## config.mk

```make
export PLATFORM = sky130hd
export DESIGN_NAME = aps_sweep
export DESIGN_NICKNAME = d
export VERILOG_FILES = /design/src/rtl/arc_point_sampler_core_assert.svh /design/src/rtl/aps_pkg.sv /design/src/rtl/aps_sweep.sv
export SDC_FILE = /design/constraint.sdc
export NUM_CORES = 2
export LEC_CHECK = 0
export ABC_AREA = 1
export BUFFER_PORTS_ARGS = -buffer_cell sky130_fd_sc_hd__buf_2
export CAP_MARGIN = 20
export CORE_ASPECT_RATIO = 1.1
export CORE_MARGIN = 2
export CORE_UTILIZATION = 55
export DETAILED_ROUTE_END_ITERATION = 7
export PLACE_DENSITY = 0.79
export SYNTH_ARGS = -nofsm -noshare
export SYNTH_HDL_FRONTEND = slang
export SYNTH_SLANG_ARGS = --single-unit
```

## constraint.sdc

```tcl
create_clock -name clk -period 18.8 [get_ports clk]
set_clock_uncertainty 0.05 [all_clocks]
set_input_delay 3.76 -clock clk [delete_from_list [all_inputs] [get_ports clk]]
set_output_delay 3.76 -clock clk [all_outputs]
set_load 0.01 [all_outputs]
```

## src/rtl/arc_point_sampler_core_assert.svh

```systemverilog
// Assertion macros for the arc point sampler
`ifndef ARC_POINT_SAMPLER_CORE_ASSERT_SVH
`define ARC_POINT_SAMPLER_CORE_ASSERT_SVH
// Implication checked on every clock edge, quiet in reset
`define APS_ASSERT_IMP(lbl, ante, cons) \
	lbl: assert property (@(posedge clk) disable iff (!arst_n) (ante) |-> (cons)) \
		else $error("assertion failed");
// Next-cycle implication checked on every clock edge, quiet in reset
`define APS_ASSERT_NXT(lbl, ante, cons) \
	lbl: assert property (@(posedge clk) disable iff (!arst_n) (ante) |=> (cons)) \
		else $error("assertion failed");
`endif

```

## src/rtl/aps_pkg.sv

```systemverilog
// ---------------------------------------------------------------------------
// aps_pkg
// Shared constants, register indexes and arctangent table for the arc sampler.
// ---------------------------------------------------------------------------
`default_nettype none
package aps_pkg;
	localparam int RotateStagesDef = 32;
	localparam int CoordW = 32;
	localparam int VecW = 33;
	localparam int AngW = 32;
	localparam int PosW = 17;
	localparam int TolW = 24;
	localparam int IdxW = 3;
	// Working width of the CORDIC datapath: 33 bits, 8 guard bits, growth
	localparam int CordW = 44;
	localparam logic [29:0] InvGain = 30'd652032874;
	localparam logic [PosW-1:0] PosOne = 17'd65536;

	typedef enum logic [IdxW-1:0] {
		REG_CENTER_X = 3'd0,
		REG_CENTER_Y = 3'd1,
		REG_START_X  = 3'd2,
		REG_START_Y  = 3'd3,
		REG_END_X    = 3'd4,
		REG_END_Y    = 3'd5,
		REG_CW       = 3'd6,
		REG_TOL      = 3'd7
	} reg_idx_t;

	// Arctangent of 2^-i in binary angle units, zero beyond the table
	function automatic logic [AngW-1:0] atan_step(input int i);
		logic [AngW-1:0] tab [32];
		tab = '{32'h20000000, 32'h12E4051E, 32'h09FB385B, 32'h051111D4,
			32'h028B0D43, 32'h0145D7E1, 32'h00A2F61E, 32'h00517C55,
			32'h0028BE53, 32'h00145F2F, 32'h000A2F98, 32'h000517CC,
			32'h00028BE6, 32'h000145F3, 32'h0000A2FA, 32'h0000517D,
			32'h000028BE, 32'h0000145F, 32'h00000A30, 32'h00000518,
			32'h0000028C, 32'h00000146, 32'h000000A3, 32'h00000051,
			32'h00000029, 32'h00000014, 32'h0000000A, 32'h00000005,
			32'h00000003, 32'h00000001, 32'h00000001, 32'h00000000};
		if (i < 32) begin
			return tab[i];
		end
		return '0;
	endfunction
endpackage
`default_nettype wire

```

## src/rtl/aps_sweep.sv

```systemverilog
// ---------------------------------------------------------------------------
// aps_sweep
// Sweep selection and rotation angle: two register stages around the multiply.
// ---------------------------------------------------------------------------
`default_nettype none
module aps_sweep (
	input  wire logic                      clk,
	input  wire logic                      arst_n,
	input  wire logic                      in_valid,
	input  wire logic [aps_pkg::AngW-1:0]  ang_start,
	input  wire logic [aps_pkg::AngW-1:0]  ang_end,
	input  wire logic [aps_pkg::PosW-1:0]  position,
	input  wire logic                      clockwise,
	input  wire logic [aps_pkg::TolW-1:0]  angle_tolerance,
	output logic                           out_valid,
	output logic [aps_pkg::AngW-1:0]       theta
);
	import aps_pkg::*;

	logic [AngW-1:0]    d;
	logic signed [33:0] a;
	logic [AngW-1:0]    mag;
	logic               vld_s1, vld_s2;
	logic signed [33:0] a_s1;
	logic [PosW-1:0]    pos_s1;
	logic signed [51:0] prod;
	logic [AngW-1:0]    theta_s2;

	// Choose the sweep from the wrapped angle difference
	always_comb begin
		d = ang_end - ang_start;
		a = 34'(signed'(d));
		mag = d[AngW-1] ? (~d + 32'd1) : d;
		if (!(d[AngW-1] && d == 32'h80000000) && mag <= 32'(angle_tolerance)) begin
			a = clockwise ? -34'sh100000000 : 34'sh100000000;
		end else if (clockwise) begin
			if (a > 0) begin
				a = a - 34'sh100000000;
			end
		end else if (a < 0) begin
			a = a + 34'sh100000000;
		end
	end

	always_ff @(posedge clk or negedge arst_n) begin
		if (!arst_n) begin
			vld_s1 <= 1'b0;
			vld_s2 <= 1'b0;
		end else begin
			vld_s1 <= in_valid;
			vld_s2 <= vld_s1;
		end
	end

	// Saturate the position and register the operands
	always_ff @(posedge clk) begin
		a_s1 <= a;
		pos_s1 <= (position > PosOne) ? PosOne : position;
	end

	// Scale and round the rotation angle
	assign prod = 52'(a_s1) * $signed({1'b0, pos_s1}) + 52'sd32768;
	always_ff @(posedge clk) begin
		theta_s2 <= prod[47:16];
	end

	assign out_valid = vld_s2;
	assign theta = theta_s2;
endmodule
`default_nettype wire

```

==> summary.md <==
| Metric | Value |
|---|---|
| Critical-path top delay cell | fa_1 |
| Post-CTS Hold Fix Bufs | 0 |
| GP Congestion | 0.952 |
| Largest net degree at the start of global routing | 36 |
| Tcrit/Tclk final | 43.5% |
| Nets | ~4600 |
| Setup TNS Final | 0 ns |
| Buf/Inv on CP | 5 |
| Max clock buf depth | 2 |
| Syn Inst Count | 3732 |
| Width of the die | 214 microns |
| Gr usage total | 28.8% |
| Vias in the first global route | approximately 24000 |
| Layout cells sized above 1 | 6.28% |
| DP HPWL | 56.8 mm |
| Ports | between 100 and 150 |
| RSZ-0062 raised after global routing | false |
| Clock transition at path regs | 0.07 ns |
| First-pass GRT wire length | about 120 mm |
| Max cap viols | 0 |
| Antenna violations before repair | 1 |
| Syn avg cell area | approximately 7 sq um |
| Pins Over Slew Limit | 0 |
| Setup Fix Bufs, Post-CTS | 0 |
| Syn nets | roughly 4600 |
| Sequential fraction of the synthesis area | 6.39% |
| Clock Latency Late Sink | 0.39 ns |
| Floorplan row count | 84 |
| Hold Path Class | reg2reg |
| Ys Warns | 0 |
| Footprint of the multi-input gates | approximately 20000 sq um |
| Slew margin rel. | 32.2% |
| Total grt overflow | 0 |
| Crit end category | flip-flop |
| Detailed Routing Iterations Pass 1 | 5 |
| CTS Root Cell | clkbuf_16 |
| Top cells by area, synth | fa_1 39%, inv_1 16%, nand2_1 14% |
| Die height | 236 microns |
| Synth async-reset ratio | approximately 2.4% |
| Vias | 22400 |
| # resized after CTS | 0 |
| Fin crit period | 8.17 ns |
| # diodes | 0 |
| Routed wire length per instance | 15.7 microns |
| Critical Path Start Type | primary input |
| Least-Margin Pin Slew | about 1.0 ns |
| Die footprint | 50500 sq um |
| Yosys reg bits | 85 |
| Arrival @ worst endpoint | 8.37 ns |
| Filler Cell Count | 4441 |
| Status | complete, no violations |
| Sink Count | 85 |
| Hold Fails Final Rpt | 0 |
| IO Port Bufs | approximately 140 |
| Detailed Route Iter0 Violations | 1545 |
| Post-synth top area cell | fa_1 |
| Kind of critical path | in2reg |
| Worst path max stage delay | 0.47 ns |
| EDFF count, synth | 0 |
| Synth top cells by count | 1167 x inv_1, 982 x nand2_1, 522 x fa_1 |
| WL final | 68.9 mm |
| Cell mode on critical path | nand2_1 |
| Synthesized area | 26800 sq um |
| Synth unique cells | 51 |
| Worst Path Max Fanout | 32 |
| Routed vias/inst | 5.08 |
| Core footprint | 47900 sq um |
| Max Fclk | 122 MHz |
| Sequential Area | 1720 sq um |
| Synth Flop Type | dfxtp_1 |
| CTS H-tree lvls | 3 |
| DRC violations left | 0 |
| TritonCTS Buffers | 9 |
| # setup viols final | 0 |
| Most common cell in the netlist | inv_1 |
| Post-route antenna net violation count | 0 |
| Area Growth Syn to Fin | 5.02% |
| TritonCTS clock tree | done |
| Post-synth top area share | 39.0% |
| Worst EP required | 19.00 ns |
| Initial cell density of the core | between 50% and 60% |
| Crit path max-delay family | simple AND/OR/NAND/NOR gates |
## final timing paths
check,from,end,slack (ns),cells after the start
worst min-delay path,vld_s1,out_valid,0.30,0
min in group asynchronous,arst_n,out_valid,3.11,1
worst min register to register,vld_s1,out_valid,0.30,0
worst max-delay path,ang_end[0],a_s1[28],10.63,32
max in group asynchronous,arst_n,vld_s1,15.50,1
worst max register to register,a_s1[6],theta[23],11.80,24
## metrics by stage
step           hold WS, ns  instances  setup slack [ns]  instance area, sq um  utilization (%)
2_1_floorplan        0.281       3732             11.11                 26800                -
3_3_place_gp         0.284       4389             10.35                 27900             58.1
3_5_place_dp         0.289       4389             10.27                 27900             58.1
4_1_cts              0.304       4405             10.62                 28100             58.7
5_1_grt              0.320       4405             10.11                 28100             58.7
6_report             0.302       4405             10.63                 28100             58.7
## state kept, by name, summed over array words and instances, names as in the netlist
signal and count:
pos_s1 17, theta 32, vld_s1 1, out_valid 1
a_s1 34
## worst register-to-register path: stages, from the launching register on
cell and delay, ns:
dfxtp_1 0.92, nand2_1 0.18, fa_1 0.55, inv_1 0.05, fa_1 0.50, inv_1 0.06
fa_1 0.53, inv_1 0.05, fa_1 0.45, fa_1 0.49, inv_1 0.05, fa_1 0.50
inv_1 0.06, ha_1 0.37, nand2_1 0.12, nor2_1 0.15, nand4_1 0.09, o21bai_1 0.36
inv_1 0.07, o21ai_0 0.31, a21oi_1 0.18, o21ai_0 0.42, nand3_1 0.14, nand2_1 0.12
xor2_1 0.17
## kinds of logic (layout without fill, tap and decap cells)
kind of cell | Yosys count | count (layout) | synth area share, %
DFF | 85 | 85 | 6.39
and+or+nand+nor | 1348 | 1348 | 20.4
AOI/OAI and AO/OA | 179 | 179 | 3.71
adders and majority gates | 722 | 722 | 48.3
buffers and inverters | 1322 | 1350 | 18.6
xor gates and xnor gates | 76 | 76 | 2.51
## metal layers
| metal | up-vias | share of wire (%) | wire (microns) | global-route usage [%] |
|---|---|---|---|---|
| met5 | - | 0.019 | 13 | 0 |
| met4 | 2 | 4.4 | 3030 | 12.6 |
| met3 | 207 | 8.3 | 5740 | 5.84 |
| met2 | 890 | 48 | 33200 | 49.8 |
| met1 | 10700 | 39 | 27000 | 34.7 |
| li1 | 10600 | - | - | - |
## cell type report
cell class              count  area share, %
flip-flops and latches     85           6.11
clock buffers              10          0.849
well taps                 645           2.87
clock inverters             6          0.178
inverters                1179           15.7
repair buffers            155           2.88
multi-input cells        2325           71.4
## placed cells by master, fill, tap and decap left out, types with 3 or more instances in the layout
cell,instances
o21ai_0,45
inv_2,10
dfxtp_2,6
nand3_2,3
nor2_1,178
o21a_1,7
nand2_2,12
fa_1,522
and2_1,3
ha_1,200
nor4_1,5
nand4_1,38
inv_1,1167
inv_6,3
o211ai_1,4
dfxtp_1,77
a31oi_1,15
nand2_1,982
xor2_1,52
buf_4,14
o21bai_1,5
nand3_1,79
clkbuf_16,9
buf_2,141
nor3_1,15
nor2_4,3
xnor2_1,23
nor2_2,22
a21oi_1,90
Power is left out: the tool's default activity adds up to more than one toggle a clock period on the data nets, which glitch-free logic cannot reach.
